## src/rrsd_pkg.sv

```systemverilog
package rrsd_pkg;

  localparam int WORD_W   = 32;
  localparam int STATUS_W = 4;
  localparam int PIDX_W   = 7;

  // Dense status codes of a finished reply
  localparam logic [STATUS_W-1:0] ST_OK            = 4'd0;
  localparam logic [STATUS_W-1:0] ST_BAD_RPC       = 4'd1;
  localparam logic [STATUS_W-1:0] ST_RPC_MISMATCH  = 4'd2;
  localparam logic [STATUS_W-1:0] ST_AUTH          = 4'd3;
  localparam logic [STATUS_W-1:0] ST_NEED_AUTH     = 4'd4;
  localparam logic [STATUS_W-1:0] ST_PROG_UNAVAIL  = 4'd5;
  localparam logic [STATUS_W-1:0] ST_PROG_MISMATCH = 4'd6;
  localparam logic [STATUS_W-1:0] ST_PROC_UNAVAIL  = 4'd7;
  localparam logic [STATUS_W-1:0] ST_XID_MISMATCH  = 4'd8;

  // Protocol word values
  localparam logic [WORD_W-1:0] MSG_REPLY        = 32'd1;
  localparam logic [WORD_W-1:0] RSTAT_ACCEPTED   = 32'd0;
  localparam logic [WORD_W-1:0] RSTAT_DENIED     = 32'd1;
  localparam logic [WORD_W-1:0] REJ_RPC_MISM     = 32'd0;
  localparam logic [WORD_W-1:0] REJ_AUTH_ERR     = 32'd1;
  localparam logic [WORD_W-1:0] AUTH_CRED_BAD    = 32'd1;
  localparam logic [WORD_W-1:0] AUTH_REJCRED     = 32'd2;
  localparam logic [WORD_W-1:0] AUTH_WEAK_FLAVOR = 32'd5;
  localparam logic [WORD_W-1:0] ACC_SUCCESS      = 32'd0;
  localparam logic [WORD_W-1:0] ACC_PROG_UNAV    = 32'd1;
  localparam logic [WORD_W-1:0] ACC_PROG_MISM    = 32'd2;
  localparam logic [WORD_W-1:0] ACC_PROC_UNAV    = 32'd3;

  typedef struct packed {
    logic                hit;
    logic [STATUS_W-1:0] status;
    logic [PIDX_W-1:0]   payload_index;
  } rrsd_res_t;

endpackage

```

## src/rrsd_parser.sv

```systemverilog
module rrsd_parser
  import rrsd_pkg::*;
#(
  parameter int MAX_VERF_BYTES = 400
) (
  input  logic              clk,
  input  logic              rst_n,
  input  logic              item_valid,
  input  logic              step,
  input  logic [WORD_W-1:0] reply_word,
  input  logic              first_word,
  input  logic [WORD_W-1:0] expected_xid,
  output rrsd_res_t         res
);

  localparam int SKIP_MAX = (MAX_VERF_BYTES + 3) / 4;
  localparam int SKIP_W   = (SKIP_MAX > 1) ? $clog2(SKIP_MAX + 1) : 1;
  localparam int LEN_W    = SKIP_W + 2;
  localparam logic [WORD_W-1:0] MAX_LEN = WORD_W'(MAX_VERF_BYTES);

  typedef enum logic [3:0] {
    PH_IDLE    = 4'd0,
    PH_MTYPE   = 4'd1,
    PH_RSTAT   = 4'd2,
    PH_REJECT  = 4'd3,
    PH_AUTH    = 4'd4,
    PH_VFLAVOR = 4'd5,
    PH_VLEN    = 4'd6,
    PH_VSKIP   = 4'd7,
    PH_ACCEPT  = 4'd8,
    PH_DONE    = 4'd9
  } phase_t;

  phase_t              phase_r, phase_nxt;
  logic [SKIP_W-1:0]   skip_left_r, skip_left_nxt;
  logic [PIDX_W-1:0]   word_index_r, word_index_nxt;
  logic [LEN_W:0]      len_round;

  assign len_round = {1'b0, reply_word[LEN_W-1:0]} + (LEN_W+1)'(3);

  always_comb begin
    phase_nxt      = phase_r;
    skip_left_nxt  = skip_left_r;
    word_index_nxt = word_index_r;
    res            = '0;
    if (item_valid && first_word) begin
      word_index_nxt = '0;
      skip_left_nxt  = '0;
      if (reply_word != expected_xid) begin
        res.hit    = 1'b1;
        res.status = ST_XID_MISMATCH;
        phase_nxt  = PH_DONE;
      end else begin
        phase_nxt = PH_MTYPE;
      end
    end else if (item_valid) begin
      unique case (phase_r)
        PH_MTYPE: begin
          word_index_nxt = word_index_r + PIDX_W'(1);
          if (reply_word != MSG_REPLY) begin
            res.hit    = 1'b1;
            res.status = ST_BAD_RPC;
            phase_nxt  = PH_DONE;
          end else begin
            phase_nxt = PH_RSTAT;
          end
        end
        PH_RSTAT: begin
          word_index_nxt = word_index_r + PIDX_W'(1);
          if (reply_word == RSTAT_ACCEPTED) begin
            phase_nxt = PH_VFLAVOR;
          end else if (reply_word == RSTAT_DENIED) begin
            phase_nxt = PH_REJECT;
          end else begin
            res.hit    = 1'b1;
            res.status = ST_BAD_RPC;
            phase_nxt  = PH_DONE;
          end
        end
        PH_REJECT: begin
          word_index_nxt = word_index_r + PIDX_W'(1);
          if (reply_word == REJ_RPC_MISM) begin
            res.hit    = 1'b1;
            res.status = ST_RPC_MISMATCH;
            phase_nxt  = PH_DONE;
          end else if (reply_word == REJ_AUTH_ERR) begin
            phase_nxt = PH_AUTH;
          end else begin
            res.hit    = 1'b1;
            res.status = ST_BAD_RPC;
            phase_nxt  = PH_DONE;
          end
        end
        PH_AUTH: begin
          word_index_nxt = word_index_r + PIDX_W'(1);
          res.hit        = 1'b1;
          phase_nxt      = PH_DONE;
          if (reply_word == AUTH_CRED_BAD || reply_word == AUTH_REJCRED) begin
            res.status = ST_AUTH;
          end else if (reply_word == AUTH_WEAK_FLAVOR) begin
            res.status = ST_NEED_AUTH;
          end else begin
            res.status = ST_BAD_RPC;
          end
        end
        PH_VFLAVOR: begin
          word_index_nxt = word_index_r + PIDX_W'(1);
          phase_nxt      = PH_VLEN;
        end
        PH_VLEN: begin
          word_index_nxt = word_index_r + PIDX_W'(1);
          if (reply_word > MAX_LEN) begin
            res.hit    = 1'b1;
            res.status = ST_BAD_RPC;
            phase_nxt  = PH_DONE;
          end else begin
            // round the byte length up to whole words
            skip_left_nxt = SKIP_W'(len_round >> 2);
            phase_nxt     = (len_round[LEN_W:2] == '0) ? PH_ACCEPT : PH_VSKIP;
          end
        end
        PH_VSKIP: begin
          word_index_nxt = word_index_r + PIDX_W'(1);
          skip_left_nxt  = skip_left_r - SKIP_W'(1);
          if (skip_left_r == SKIP_W'(1)) begin
            phase_nxt = PH_ACCEPT;
          end
        end
        PH_ACCEPT: begin
          word_index_nxt = word_index_r + PIDX_W'(1);
          res.hit        = 1'b1;
          phase_nxt      = PH_DONE;
          if (reply_word == ACC_SUCCESS) begin
            res.status        = ST_OK;
            res.payload_index = word_index_r + PIDX_W'(2);
          end else if (reply_word == ACC_PROG_UNAV) begin
            res.status = ST_PROG_UNAVAIL;
          end else if (reply_word == ACC_PROG_MISM) begin
            res.status = ST_PROG_MISMATCH;
          end else if (reply_word == ACC_PROC_UNAV) begin
            res.status = ST_PROC_UNAVAIL;
          end else begin
            res.status = ST_BAD_RPC;
          end
        end
        default: begin
          // idle or finished: drop the word
        end
      endcase
    end
  end

  always_ff @(posedge clk) begin
    if (!rst_n) begin
      phase_r      <= PH_IDLE;
      skip_left_r  <= '0;
      word_index_r <= '0;
    end else if (step) begin
      phase_r      <= phase_nxt;
      skip_left_r  <= skip_left_nxt;
      word_index_r <= word_index_nxt;
    end
  end

  a_skip_nonzero: assert property (@(posedge clk) disable iff (!rst_n)
    phase_r == PH_VSKIP |-> skip_left_r != '0)
    else $error("verifier skip phase with zero words left");

  a_payload_ok_only: assert property (@(posedge clk) disable iff (!rst_n)
    res.hit && res.status != ST_OK |-> res.payload_index == '0)
    else $error("payload index set on a failing status");

  a_done_after_hit: assert property (@(posedge clk) disable iff (!rst_n)
    step && res.hit |=> phase_r == PH_DONE)
    else $error("result emitted without closing the message");

  a_idle_clean: assert property (@(posedge clk) disable iff (!rst_n)
    phase_r == PH_IDLE |-> word_index_r == '0 && skip_left_r == '0)
    else $error("idle parser holds stale counters");

endmodule

```

## src/rpc_reply_status_decoder_unit.sv

```systemverilog
// Timing: an accepted word waits in the input register and decodes into the result
//   register, which drives out_valid.
// Throughput: one reply word per cycle; the input stalls only while a word that finishes
//   a message waits behind a result that is itself stalled.
// Reset: synchronous, active low; clears both valid flags and returns the parser to idle.
module rpc_reply_status_decoder_unit
  import rrsd_pkg::*;
#(
  parameter int MAX_VERF_BYTES = 400
) (
  input  logic                clk,
  input  logic                rst_n,
  input  logic                in_valid,
  output logic                in_stall,
  input  logic [WORD_W-1:0]   in_reply_word,
  input  logic                in_first_word,
  input  logic [WORD_W-1:0]   in_expected_xid,
  output logic                out_valid,
  input  logic                out_stall,
  output logic [STATUS_W-1:0] out_status,
  output logic [PIDX_W-1:0]   out_payload_index
);

  // Input register: one word waiting for decode
  logic              s1_valid_r, s1_valid_nxt;
  logic [WORD_W-1:0] s1_word_r;
  logic              s1_first_r;
  logic [WORD_W-1:0] s1_xid_r;

  // Result register
  logic                out_valid_r, out_valid_nxt;
  logic [STATUS_W-1:0] out_status_r;
  logic [PIDX_W-1:0]   out_payload_index_r;

  rrsd_res_t res;
  logic      out_free;
  logic      s1_go;
  logic      step;
  logic      in_xfer;

  // The result register can take a new result when empty or draining this cycle.
  assign out_free = !out_valid_r || !out_stall;
  // A word that yields no result always advances; one that yields a result
  // needs room in the result register.
  assign s1_go    = !res.hit || out_free;
  assign step     = s1_valid_r && s1_go;
  assign in_stall = s1_valid_r && !s1_go;
  assign in_xfer  = in_valid && !in_stall;

  rrsd_parser #(
    .MAX_VERF_BYTES(MAX_VERF_BYTES)
  ) u_parser (
    .clk          (clk),
    .rst_n        (rst_n),
    .item_valid   (s1_valid_r),
    .step         (step),
    .reply_word   (s1_word_r),
    .first_word   (s1_first_r),
    .expected_xid (s1_xid_r),
    .res          (res)
  );

  always_comb begin
    if (in_xfer) begin
      s1_valid_nxt = 1'b1;
    end else if (step) begin
      s1_valid_nxt = 1'b0;
    end else begin
      s1_valid_nxt = s1_valid_r;
    end
  end

  always_comb begin
    if (step && res.hit) begin
      out_valid_nxt = 1'b1;
    end else if (!out_stall) begin
      out_valid_nxt = 1'b0;
    end else begin
      out_valid_nxt = out_valid_r;
    end
  end

  always_ff @(posedge clk) begin
    if (!rst_n) begin
      s1_valid_r  <= 1'b0;
      out_valid_r <= 1'b0;
    end else begin
      s1_valid_r  <= s1_valid_nxt;
      out_valid_r <= out_valid_nxt;
    end
  end

  // Capture a word on every input transfer; hold it while stalled.
  always_ff @(posedge clk) begin
    if (in_xfer) begin
      s1_word_r  <= in_reply_word;
      s1_first_r <= in_first_word;
      s1_xid_r   <= in_expected_xid;
    end
  end

  // Load a result only when the parser finishes a message this cycle.
  always_ff @(posedge clk) begin
    if (step && res.hit) begin
      out_status_r        <= res.status;
      out_payload_index_r <= res.payload_index;
    end
  end

  assign out_valid         = out_valid_r;
  assign out_status        = out_status_r;
  assign out_payload_index = out_payload_index_r;

  a_no_overwrite: assert property (@(posedge clk) disable iff (!rst_n)
    out_valid_r && out_stall |-> !(step && res.hit))
    else $error("result overwritten while stalled");

  a_stall_holds_word: assert property (@(posedge clk) disable iff (!rst_n)
    in_stall |-> s1_valid_r && res.hit)
    else $error("input stalled without a pending result");

  a_result_follows_step: assert property (@(posedge clk) disable iff (!rst_n)
    step && res.hit |=> out_valid_r)
    else $error("finished message produced no result");

endmodule
```

## config.mk

```make
export PLATFORM = sky130hd
export DESIGN_NAME = rpc_reply_status_decoder_unit
export DESIGN_NICKNAME = d
export VERILOG_FILES = /design/src/rrsd_pkg.sv /design/src/rrsd_parser.sv /design/src/rpc_reply_status_decoder_unit.sv
export SDC_FILE = /design/constraint.sdc
export NUM_CORES = 1
export LEC_CHECK = 0
export BUFFER_PORTS_ARGS = -buffer_cell sky130_fd_sc_hd__buf_2
export CELL_PAD_IN_SITES_DETAIL_PLACEMENT = 0
export CELL_PAD_IN_SITES_GLOBAL_PLACEMENT = 1
export CORE_MARGIN = 5
export CORE_UTILIZATION = 32
export CTS_CLUSTER_SIZE = 20
export DETAILED_ROUTE_END_ITERATION = 6
export MAX_ROUTING_LAYER = met4
export PLACE_DENSITY = 0.65
export SETUP_SLACK_MARGIN = 0.05
export SYNTH_ARGS = -nofsm -noshare
export SYNTH_HDL_FRONTEND = slang
export SYNTH_SLANG_ARGS = --single-unit
```

## constraint.sdc

```tcl
create_clock -name clk -period 6.5 [get_ports clk]
set_input_delay 1.3 -clock clk [delete_from_list [all_inputs] [get_ports clk]]
set_output_delay 1.3 -clock clk [all_outputs]
set_load 0.03 [all_outputs]
```

## Word-level counts from Yosys, hierarchy flattened

Index checks and enable logic that the tools add are counted.

- Bits in registers: 96
- Output and inout port bits: 13
- Word-level logic and storage cells: 102

- $add $sub $neg: 4
- Magnitude comparators: 1
- Equal/unequal tests: 18
- Mux-type cells: 40
- Bitwise logic cells: 3
- Reductions and logical operators: 26

Operators by type and width:

| operator | count |
|---|---|
| == test 32 x 2 -> 1 bit (second input constant) | 2 |
| two-way mux 4 bit | 14 |
| two-way mux 7 bit | 8 |
| two-way mux 5 bit | 7 |
| == test 32 x 1 -> 1 bit (second input constant) | 1 |
| == test 32 x 3 -> 1 bit (second input constant) | 1 |
| greater-than comparator 32 x 9 -> 1 bit (second input constant) | 1 |
| logical NOT 32 bit | 1 |
| inequality test 32 x 1 -> 1 bit (second input constant) | 1 |
| inequality test 32 bit | 1 |
| case mux 5 bit (6 select lines) | 1 |
| case mux 4 bit (7 select lines) | 1 |
| == test 4 x 3 -> 1 bit (second input constant) | 4 |
| case mux 7 bit (2 select lines) | 1 |
| two-way mux 12 bit | 1 |
| adder 9 x 2 -> 10 bit (second input constant) | 1 |
| two-way mux 3 bit | 3 |
| == test 4 x 2 -> 1 bit (second input constant) | 2 |
| logical NOT 8 bit | 1 |
| AND reduction 4 bit | 2 |
| nonzero test 8 bit | 1 |
| OR reduction 8 bit | 1 |
| adder 7 x 1 -> 7 bit (second input constant) | 1 |
| adder 7 x 2 -> 7 bit (second input constant) | 1 |
| 17 further kinds | 34 |

## Longest topological paths before layout

Gate-level depths: netlist (run 1).

- Word-level depth: 15
- Mapped depth: 9
- Depth with buffers taken out: 8

## Hierarchy

A second synthesis (run 1) with hierarchy kept.

- Cells, all modules: 383
- Area total of the unflattened synthesis: 4599.4 µm²

By module, submodules not included:

| module | instances | cells each | area an instance (µm²) | seq. area each (µm²) |
|---|---|---|---|---|
| rpc_reply_status_decoder_unit | 1 | 87 | 2377.3 | 2322.2 |
| rrsd_parser | 1 | 296 | 2222.1 | 360.3 |

## Worst setup path after synthesis (run 1)

Ideal clock, no wire load.

- Path type: reg-to-reg
- Start: register s1_word_r[27]
- End: register s1_first_r, enable pin
- Arrival: 4.896 ns
- Required time: 6.011 ns
- Setup slack: 1.115 ns
- Cell stages (with the launch flop): 8
- Buffers on the path: 0
- Period minus slack after synthesis: 5.385 ns
- Cell sequence: edfxtp_1 -> or4_4 -> nor4_4 -> nand3_2 -> o31a_1 -> o21ai_1 -> nand2_1 -> nor2_1

- Cells in the longest elaborated chain, start to end: 12
- Elaborated cells on any way between the ends: 20

RTL lines:

| item | line | source |
|---|---|---|
| start: declaration | rpc_reply_status_decoder_unit.sv:26 | `logic [WORD_W-1:0] s1_word_r;` |
| start signal: assignment | rpc_reply_status_decoder_unit.sv:96 | `s1_word_r <= in_reply_word;` |
| parallel branches: the longest is 5 deep, another holds greater-than comparator 32 x 9 -> 1 bit | - |  |
| two-way mux 5 bit (*) | rrsd_parser.sv:46 | `if (item_valid && first_word) begin` |
| logical NOT 1 bit (*) | rpc_reply_status_decoder_unit.sv:45 | `assign s1_go = !res.hit \|\| out_free;` |
| logical OR 1 bit (*) | rpc_reply_status_decoder_unit.sv:45 |  |
| logical NOT 1 bit (*) | rpc_reply_status_decoder_unit.sv:47 | `assign in_stall = s1_valid_r && !s1_go;` |
| logical AND 1 bit (*) | rpc_reply_status_decoder_unit.sv:47 |  |
| net in_stall | rpc_reply_status_decoder_unit.sv:14 | `output logic in_stall,` |
| logical NOT 1 bit (*) | rpc_reply_status_decoder_unit.sv:48 | `assign in_xfer = in_valid && !in_stall;` |
| logical AND 1 bit (*) | rpc_reply_status_decoder_unit.sv:48 |  |
| net in_xfer | rpc_reply_status_decoder_unit.sv:39 | `logic in_xfer;` |
| end signal: assignment | rpc_reply_status_decoder_unit.sv:97 | `s1_first_r <= in_first_word;` |
| end: declaration | rpc_reply_status_decoder_unit.sv:27 | `logic s1_first_r;` |

Mark *: on every way through the listed nets, which the timed path passes.
A chain may end at the register's enable or synchronous reset.

## Final worst setup path (run 1)

- Start: register s1_word_r[21]
- End: output port in_stall

- Cells in the longest elaborated chain, start to end: 10
- Elaborated cells on any way between the ends: 18

RTL lines:

| item | line |
|---|---|
| parallel branches: the longest is 5 deep, another holds greater-than comparator 32 x 9 -> 1 bit | - |
| two-way mux 5 bit (*) | rrsd_parser.sv:46 |
| logical NOT 1 bit (*) | rpc_reply_status_decoder_unit.sv:45 |
| logical OR 1 bit (*) | rpc_reply_status_decoder_unit.sv:45 |
| logical NOT 1 bit (*) | rpc_reply_status_decoder_unit.sv:47 |
| logical AND 1 bit (*) | rpc_reply_status_decoder_unit.sv:47 |
| end: declaration | rpc_reply_status_decoder_unit.sv:14 |

Every way passes the cells marked *.

==> results.md, run 1 <==
- Status: finished clean
- LEAKAGE: 1.91 nW
- Cell count after synthesis: 404
- Die Y: 130 µm
- Post-layout util: 39.4%
- Total track usage: 14.6%
- Critical-path maximum fanout: 5
- Max-slew headroom at the worst pin: 27.8%
- Setup TNS: 0 ns
- Crit path DAT: 2.95 ns
- Slew Viols, Final: 0
- Clk Latency, worst-skew pair: 0.35 ns
- WHS: 0.486 ns
- Finish-stage setup viols: 0
- Max Freq: 235 MHz
- FF/Latch Area: 2680 µm²
- Core area: 14000 µm²
- Syn Area/Cell: 11.4 µm²
- Hold Fails Final Rpt: 0
- Die area: 16900 µm²
- First-pass GRT wire length: 18200 µm
- Gp weighted congestion: 0.893
- Routed wire length: 11500 µm
- Largest net degree at the start of global routing: 38
- Layout fillers: 1376
- CTS Buffer Depth: 2
- Footprint of the multi-input gates: 1830 µm²
- RSZ-0062 raised after global routing: no
- Htree depth: 3
- Design Power: 0.00141 W
- Drt wl/cell: 17.3 µm
- Post-synthesis cell area: 4610 µm²
- Starting Density: 33.0%
- Number of synthesized flops with an enable pin: 76
- # clock sinks: 96
- Site Rows: 43
- Initial antenna violation count: 0
- WP data required: 5.20 ns
- Kind of critical path: reg2out
- Post-synth top area cell: edfxtp_1
- Critical Path Start Type: flop
- Worst-Margin Slew: 1.08 ns
- First-pass DRT Iterations: 4
- Routed vias: 3366
- CTS Buf Count: 9
- Initial DRC count: 177
- Post-synthesis cell type count: 58
- Diode count: 0
- Remaining Overflow, GRT: 0
- DRC: 0
- Yosys reg bits: 96
- Vias in the first global route: 3486
- Critical Path End Type: output pin
- CTS tree: done
- Post-CTS Hold Fix Bufs: 0
- Via density: 5.07
- Post-CTS resize count: 0
- Fin crit period: 4.25 ns
- Skew final: 0.00612 ns
- Syn Nets: 477
- Synth area leaders: edfxtp_1 49%, dfxtp_1 8.7%, xnor2_1 8.4%
- Top_reg_cell synth: edfxtp_1
- Synth-to-Final Area Change: 19.4%
- Synth top area share: 49.5%
- Fin cells: 664
- Clock-pin slew on the worst setup and hold paths: 0.07 ns
- Asr flop ratio synth: 0%
- Dpl hpwl: 8570 µm
- CTS Root Cell: clkbuf_16
- Ratio of cells with drive above 1 in the final layout: 22.1%
- Synth warn: 0
- Hold Crit Class: reg2reg
- Fin nets: 552
- Max VDD drop: 0.159 mV
- Chip Width: 130 µm
- Cell with the most instances after synthesis: edfxtp_1
- Port-buffer cells: 81
- Tcrit/Tclk final: 65.4%
- Pwr Density: 256 nW/µm²
- Inst Count DP: 648
- IO Pins: 82
- ANT nets after route: 0
- Post-synthesis sequential area ratio: 58.1%
- Max Cap Viol: 0
- Postcts setup bufs: 0
- Most frequent cells after synthesis: 76 x edfxtp_1, 44 x xnor2_1, 36 x nor2_1
==> state kept, by name (all words and copies together), names as in the netlist <==
register / flops
s1_xid_r: 32
s1_first_r: 1
u_parser.skip_left_r: 7
out_valid: 1
u_parser.word_index_r: 7
s1_valid_r: 1
out_payload_index: 7
out_status: 4
u_parser.phase_r: 4
s1_word_r: 32
==> power breakdown <==
part	switching (W)	internal (W)
registers	0.0000256	0.000694
clock network	0.000264	0.000312
logic	0.0000636	0.0000524
total	0.000353	0.00106
==> through the flow <==
stage               cell area, µm²  worst slack, ns
global placement              5190             2.67
CTS                           5510             2.24
finish                        5510             2.25
floorplan                     4610             1.12
detailed placement            5190             2.57
global route                  5510             2.12
==> cell usage in the layout (no fill, tap or decap), types with 5 or more instances in the layout <==
cell type,instances
nor4_1,6
o21ai_0,8
nand2_1,31
a21oi_1,20
xnor2_1,44
or4_1,7
nor2_1,35
xor2_1,5
nand2b_1,7
nand4_1,13
edfxtp_1,76
nor3_1,12
mux2i_1,5
a31oi_1,5
nand3_1,12
buf_2,81
clkbuf_16,9
inv_1,9
dfxtp_1,20
==> critical path, stage by stage (launching register included) <==
cell and delay (ns):
edfxtp_1 0.40, or4_1 0.55, nor2_1 0.31, nand3_2 0.17, o31a_1 0.34, o21ai_1 0.34, nand2_1 0.24, buf_2 0.24
==> path summary, 6_finish.rpt <==
kind,from,end,slack [ns],cells after the start
max reg2reg,s1_word_r[21],s1_word_r[24],2.59,8
max,s1_word_r[21],in_stall,2.25,7
min reg2reg,u_parser.word_index_r[6],u_parser.word_index_r[6],0.49,2
min,u_parser.word_index_r[6],u_parser.word_index_r[6],0.49,2
==> final cells by class <==
type,instances,share of cell area [%]
Multi-Input combinational cell,281,33.3
Timing Repair Buffer,82,7.49
Sequential cell,96,48.7
Tap cell,180,4.09
Clock buffer,9,4.09
Clock inverter,7,1.77
Inverter,9,0.613
==> cell families (layout without fill, tap and decap cells) <==
logic type | after synthesis | in the layout | synth area share [%]
buf+inv | 27 | 107 | 2.28
flops | 96 | 96 | 58.1
simple gates | 149 | 149 | 17.1
fa+ha+maj | 4 | 4 | 1.08
mux | 5 | 5 | 1.08
xor+xnor | 49 | 49 | 9.30
compound gates | 74 | 74 | 11.0
==> per-layer routing <==
layer	global-route usage [%]	vias up	part of all wire [%]
met5	-	-	0
met4	5.50	0	1.5
met3	3.85	16	6.5
met2	22.5	130	47
met1	18.6	1557	45
li1	-	1663	-
Note: power is estimated with default switching activity, not from simulation.
==> inputs of run 2 (changes only) <==
- clock period: 6.5 -> 4.35 ns (I/O delays scaled with it)
==> run 2 against run 1 <==
  * Clock power up 36%
  * Critical path type unchanged
  * Clock skew is 0.0014 ns higher
  * Via count fell by 0.27%
==> results.md, run 2 (synthesis results as in run 1) <==
- DRC: 0 (unchanged)
- Worst Hold Launch: u_parser.word_index_r[6]
- Initial DRC count: 145 (-18%)
- Fin crit period: 3.70 ns
- Finish-stage setup viols: 0 (unchanged)
- Status: finished clean
- RSZ-0062 raised after global routing: no
- Fin cells: 666 (+0.30%)
- Min-Delay Path Depth: 2 (unchanged)
- Synth-to-Final Area Change: 19.2%
- Hold Crit Endpoint: u_parser.word_index_r[6]
- WP data required: 3.48 ns (-1.72 ns)
- Dpl hpwl: 8390 µm (-2.2%)
- R2R setup slack: 1.08 ns (-1.51 ns)
- CTS Buffer Depth: 2 (unchanged)
- Remaining Overflow, GRT: 0 (unchanged)
- Layout fillers: 1364 (-0.87%)
- Initial antenna violation count: 0 (unchanged)
- Max Freq: 270 MHz
- Chip Width: 130 µm (unchanged)
- Slew Viols, Final: 0 (unchanged)
- Die Y: 130 µm (unchanged)
- Routed vias: 3357 (-0.27%)
- Fin nets: 554 (+0.36%)
- Clk Latency, worst-skew pair: 0.34 ns (about the same)
- Top flop regs: s1_word_r (32), s1_xid_r (32)
- CTS Buf Count: 9 (unchanged)
- CTS Root Cell: clkbuf_16
- Most frequent cells in the layout: 81 x buf_2, 76 x edfxtp_1, 44 x xnor2_1
- Ratio of cells with drive above 1 in the final layout: 22.0% (-0.091 points)
- First-pass GRT wire length: 17600 µm (-3.4%)
- Crit path DAT: 2.83 ns (-0.12 ns)
- Routed wire length: 11000 µm (-4.1%)
- Hold Crit Class: reg2reg
- Starting Density: 33.0% (unchanged)
- Setup TNS: 0 ns (unchanged)
- # clock sinks: 96 (unchanged)
- ANT nets after route: 0 (unchanged)
- Max Cap Viol: 0 (unchanged)
- Diode count: 0 (unchanged)
- Core area: 14000 µm² (unchanged)
- First-pass DRT Iterations: 4 (unchanged)
- Drt wl/cell: 16.6 µm (-4.4%)
- Top layer in use: met4
- LEAKAGE: 1.91 nW (-0.21%)
- Postcts setup bufs: 0 (unchanged)
- Worst r2r src: s1_word_r[21]
- Clock-pin slew on the worst setup and hold paths: 0.06 ns (about the same)
- Max VDD drop: 0.194 mV (+22%)
- Critical-path maximum fanout: 5 (unchanged)
- Max-slew headroom at the worst pin: 33.4% (+5.6 points)
- Inst Count DP: 650 (+0.31%)
- Via density: 5.04 (-0.57%)
- Hold Fails Final Rpt: 0 (unchanged)
- Tcrit/Tclk final: 85.1%
- Site Rows: 43 (unchanged)
- Vias in the first global route: 3393 (-2.7%)
- Met2 routed WL: 5150 µm (-4.0%)
- Pwr Density: 370 nW/µm² (+44%)
- Gp weighted congestion: 0.914 (+2.4%)
- CTS tree: done
- Post-CTS Hold Fix Bufs: 0 (unchanged)
- Worst R2R End: s1_word_r[24]
- Largest net degree at the start of global routing: 44 (+16%)
- Critical Path Start Type: flop
- M1 WL: 5050 µm (-3.1%)
- Critical Path End Type: output pin
- Total track usage: 13.9% (-0.74 points)
- IO Pins: 82 (unchanged)
- Most common cell after layout, fill and taps aside: buf_2
- Worst R2R Path Depth: 8 (unchanged)
- Post-CTS resize count: 0 (unchanged)
- Kind of critical path: reg2out
- Worst-Margin Slew: 0.995 ns (-0.0841 ns)
- Port-buffer cells: 81 (unchanged)
- Htree depth: 3 (unchanged)
- Skew final: 0.00749 ns (+0.00137 ns)
- Die area: 16900 µm² (unchanged)
- Met3 wire len: 622 µm (-16%)
[run 2: cell count changes in the layout (fill, tap and decap cells not counted)]
cell / before / now
buf_4: 1 / 3
inv_8: 3 / 0
clkinv_8: 1 / 0
clkinv_4: 1 / 3
clkbuf_1: 0 / 1
clkinv_1: 0 / 1
[run 2: critical path: stages, from the launching register on]
cell and delay [ns]:
edfxtp_1 0.40, or4_1 0.56, nor2_1 0.30, nand3_2 0.17
o31a_1 0.35, o21ai_1 0.28, nand2_1 0.20, buf_2 0.23
[run 2: where the power goes]
group	switching, W	internal [W]	total (W)	leakage, nW
sequential	0.0000358	0.00104	0.00107	0.907
combinational	0.0000968	0.0000799	0.000177	0.854
clock	0.000336	0.000449	0.000784	0.145
total	0.000468	0.00157	0.00203	1.91
[run 2: per-layer routing]
layer  global-route usage [%]  vias up
met5                        -        -
met2                     21.5      124
met3                     2.82       18
met4                     5.20        0
li1                         -     1668
met1                     18.0     1547
[run 2: how the worst max path moves through the flow]
stage,from,to,slack (ns),depth (start not counted)
2_1_floorplan,s1_word_r[27],s1_first_r,0.06,7
3_3_place_gp,s1_word_r[21],in_stall,1.03,7
3_5_place_dp,s1_word_r[21],in_stall,0.98,7
4_1_cts,s1_word_r[21],in_stall,0.59,7
5_1_grt,s1_word_r[21],in_stall,0.46,7
6_report,s1_word_r[21],in_stall,0.65,7
[run 2: cell type report]
cell class                      count  area, µm²  area share (%)
Sequential cell                    96       2680            48.8
Multi-Input combinational cell    281       1830            33.3
Timing Repair Buffer               84        428            7.78
Clock buffer                       10        229            4.16
Tap cell                          180        225            4.09
Clock inverter                      6       68.8            1.25
Inverter                            9       33.8           0.614
[run 2: metrics by stage]
stage / hold WS [ns] / cell area [µm²] / worst slack [ns] / utilization, % / power, W
6_report: 0.482 / 5500 / 0.647 / 39.3 / 0.00203
5_1_grt: 0.523 / 5500 / 0.457 / 39.3 / 0.00212
4_1_cts: 0.487 / 5500 / 0.594 / 39.3 / 0.00206
3_5_place_dp: 0.478 / 5200 / 0.980 / 37.2 / 0.00127
3_3_place_gp: 0.468 / 5200 / 1.03 / 37.2 / 0.00127
2_1_floorplan: 0.455 / 4620 / 0.0639 / - / 0.00120
==> inputs of run 3 (changes only) <==
==> constraint.sdc (replaced) <==
create_clock -name clk -period 4.35 [get_ports clk]
set_input_delay 0.435 -clock clk [delete_from_list [all_inputs] [get_ports clk]]
set_output_delay 0.435 -clock clk [all_outputs]
set_load 0.03 [all_outputs]
==> run 3 against run 2 <==
  * Core utilization decreased by 0.089 points
  * Total power is essentially flat
  * Sequential power is essentially flat
  * Global-route usage increased by 0.70 points
  * Highest routed layer unchanged
  * Clock skew is essentially flat
==> results.md, run 3 (synthesis results as in run 1) <==
- Die area: 16900 µm² (unchanged)
- Worst R2R Path Depth: 8 (unchanged)
- Top flop regs: s1_word_r (32), s1_xid_r (32)
- Pre-CTS setup slack: 1.24 ns (+0.260 ns)
- CTS Root Cell: clkbuf_16
- WP data required: 3.91 ns (+0.43 ns)
- Status: finished clean
- Power share of the clock group: 38.5% (about the same)
- Worst R2R End: s1_word_r[1]
- Worst Hold Launch: in_reply_word[29]
- Fin crit period: 3.36 ns (-0.348 ns)
- CTS Buf Count: 9 (unchanged)
- Min-Delay Path Depth: 1 (-1)
- NetSw: 0.000514 W (+9.7%)
- Most common cell after layout, fill and taps aside: buf_2
- Tcrit/Tclk final: 77.1% (-8.0 points)
- Port-buffer cells: 81 (unchanged)
- Layout fillers: 1394 (+2.2%)
- Kind of critical path: reg2out
- Hold Crit Class: in2reg
- Diode count: 0 (unchanged)
- Initial antenna violation count: 0 (unchanged)
- Htree depth: 3 (unchanged)
- Post-CTS resize count: 0 (unchanged)
- Crit path DAT: 2.92 ns (+0.09 ns)
- Post-CTS Hold Fix Bufs: 0 (unchanged)
- Critical Path End Type: output pin
- LEAKAGE: 1.89 nW (-0.59%)
- Fin nets: 552 (-0.36%)
- Max Cap Viol: 0 (unchanged)
- CTS tree: done
- Synth-to-Final Area Change: 19.0%
- Gp weighted congestion: 0.906 (-0.89%)
- Postcts setup bufs: 0 (unchanged)
- Finish-stage setup viols: 0 (unchanged)
- Sw Ratio: 25.3% (+2.2 points)
- Starting Density: 33.0% (unchanged)
- Core area: 14000 µm² (unchanged)
- Vias in the first global route: 3422 (+0.85%)
- Routed wire length: 11300 µm (+2.9%)
- Skew final: 0.00721 ns (-0.000284 ns)
- Critical Path Start Type: flop
- Comb pwr share: 8.7% (about the same)
- Pwr Density: 371 nW/µm² (+0.19%)
- First-pass DRT Iterations: 5 (+1)
- R2R setup slack: 1.20 ns (+0.12 ns)
- Site Rows: 43 (unchanged)
- CTS Buffer Depth: 2 (unchanged)
- # clock sinks: 96 (unchanged)
- Most frequent cells in the layout: 81 x buf_2, 76 x edfxtp_1, 44 x xnor2_1
- Clock-pin slew on the worst setup and hold paths: 0.07 ns (about the same)
- Dpl hpwl: 8560 µm (+2.1%)
- Drt wl/cell: 17.1 µm (+3.2%)
- Worst-Margin Slew: 1.03 ns (+0.0380 ns)
- First-pass GRT wire length: 18200 µm (+3.4%)
- DRC: 0 (unchanged)
- Internal power consumption: 0.00152 W (-2.9%)
- ANT nets after route: 0 (unchanged)
- Initial DRC count: 219 (+51%)
- Remaining Overflow, GRT: 0 (unchanged)
- Setup TNS: 0 ns (unchanged)
- Final worst slack: 0.995 ns (+0.348 ns)
- Max VDD drop: 0.347 mV (+79%)
- Die Y: 130 µm (unchanged)
- Slew Viols, Final: 0 (unchanged)
- IO Pins: 82 (unchanged)
- Clk Latency, worst-skew pair: 0.35 ns (about the same)
- Ratio of cells with drive above 1 in the final layout: 21.9% (-0.12 points)
- Chip Width: 130 µm (unchanged)
- Hold Fails Final Rpt: 0 (unchanged)
- Max Freq: 298 MHz (+10%)
- Max-slew headroom at the worst pin: 30.8% (-2.5 points)
- Worst r2r src: s1_word_r[21]
- Reg power frac: 52.8% (about the same)
- Critical-path maximum fanout: 5 (unchanged)
- Design Power: 0.00203 W (about the same)
- Routed vias: 3371 (+0.42%)
- Total track usage: 14.6% (+0.70 points)
- Via density: 5.08 (+0.72%)
- RSZ-0062 raised after global routing: no
- Hold Crit Endpoint: s1_word_r[29]
- Largest net degree at the start of global routing: 66 (+50%)
## run 3: cell count changes in the layout (fill, tap and decap cells not counted)
cell and delta:
clkinv_4 -2, buf_12 +1, clkinvlp_4 +1, clkinv_1 -1, bufinv_16 -1, inv_8 +3
buf_4 -3
## run 3: routing by layer
metal	share of wire [%]	routed length, µm	global-route usage [%]	up-vias
met4	2.1	240	4.95	0
met1	45	5110	18.9	1568
met2	48	5400	22.5	119
met3	5.2	590	3.36	19
li1	-	-	-	1665
met5	0	0	-	-
## run 3: power groups by stage
stage | Clock (W) | Sequential [W] | Combinational, W
after floorplan | 0 | 0.00108 | 0.000116
after global placement | 0 | 0.00109 | 0.000178
after detailed placement | 0 | 0.00110 | 0.000178
after CTS | 0.000809 | 0.00107 | 0.000179
after global routing | 0.000839 | 0.00108 | 0.000197
final | 0.000783 | 0.00107 | 0.000176
## run 3: cell type report
cell class,instances,area [µm²],area share [%]
Clock inverter,6,58.8,1.07
Timing Repair Buffer,82,425,7.75
Sequential cell,96,2680,48.9
Tap cell,180,225,4.10
Multi-Input combinational cell,281,1830,33.4
Inverter,9,33.8,0.615
Clock buffer,10,229,4.17
## run 3: critical path, stage by stage, from the launching register on
cell      delay [ns]
edfxtp_1        0.40
or4_1           0.55
nor2_1          0.33
nand3_2         0.19
o31a_1          0.36
o21ai_1         0.32
nand2_1         0.20
buf_2           0.23
## run 3: worst max-delay path by stage
stage,from,end,cells past startpoint
after floorplan,s1_word_r[27],s1_first_r,7
after global placement,s1_word_r[21],s1_xid_r[2],8
after detailed placement,s1_word_r[21],s1_word_r[0],8
after CTS,s1_word_r[21],in_stall,7
after global routing,s1_word_r[21],in_stall,7
final,s1_word_r[21],in_stall,7
## run 3: through the flow
step           hold WS (ns)  std cells  utilization [%]  area, µm²
2_1_floorplan         0.455        404                -       4620
3_3_place_gp          0.472        648             37.2       5200
3_5_place_dp          0.476        648             37.2       5200
4_1_cts               0.231        664             39.2       5490
5_1_grt               0.235        664             39.2       5490
6_report              0.251        664             39.2       5490
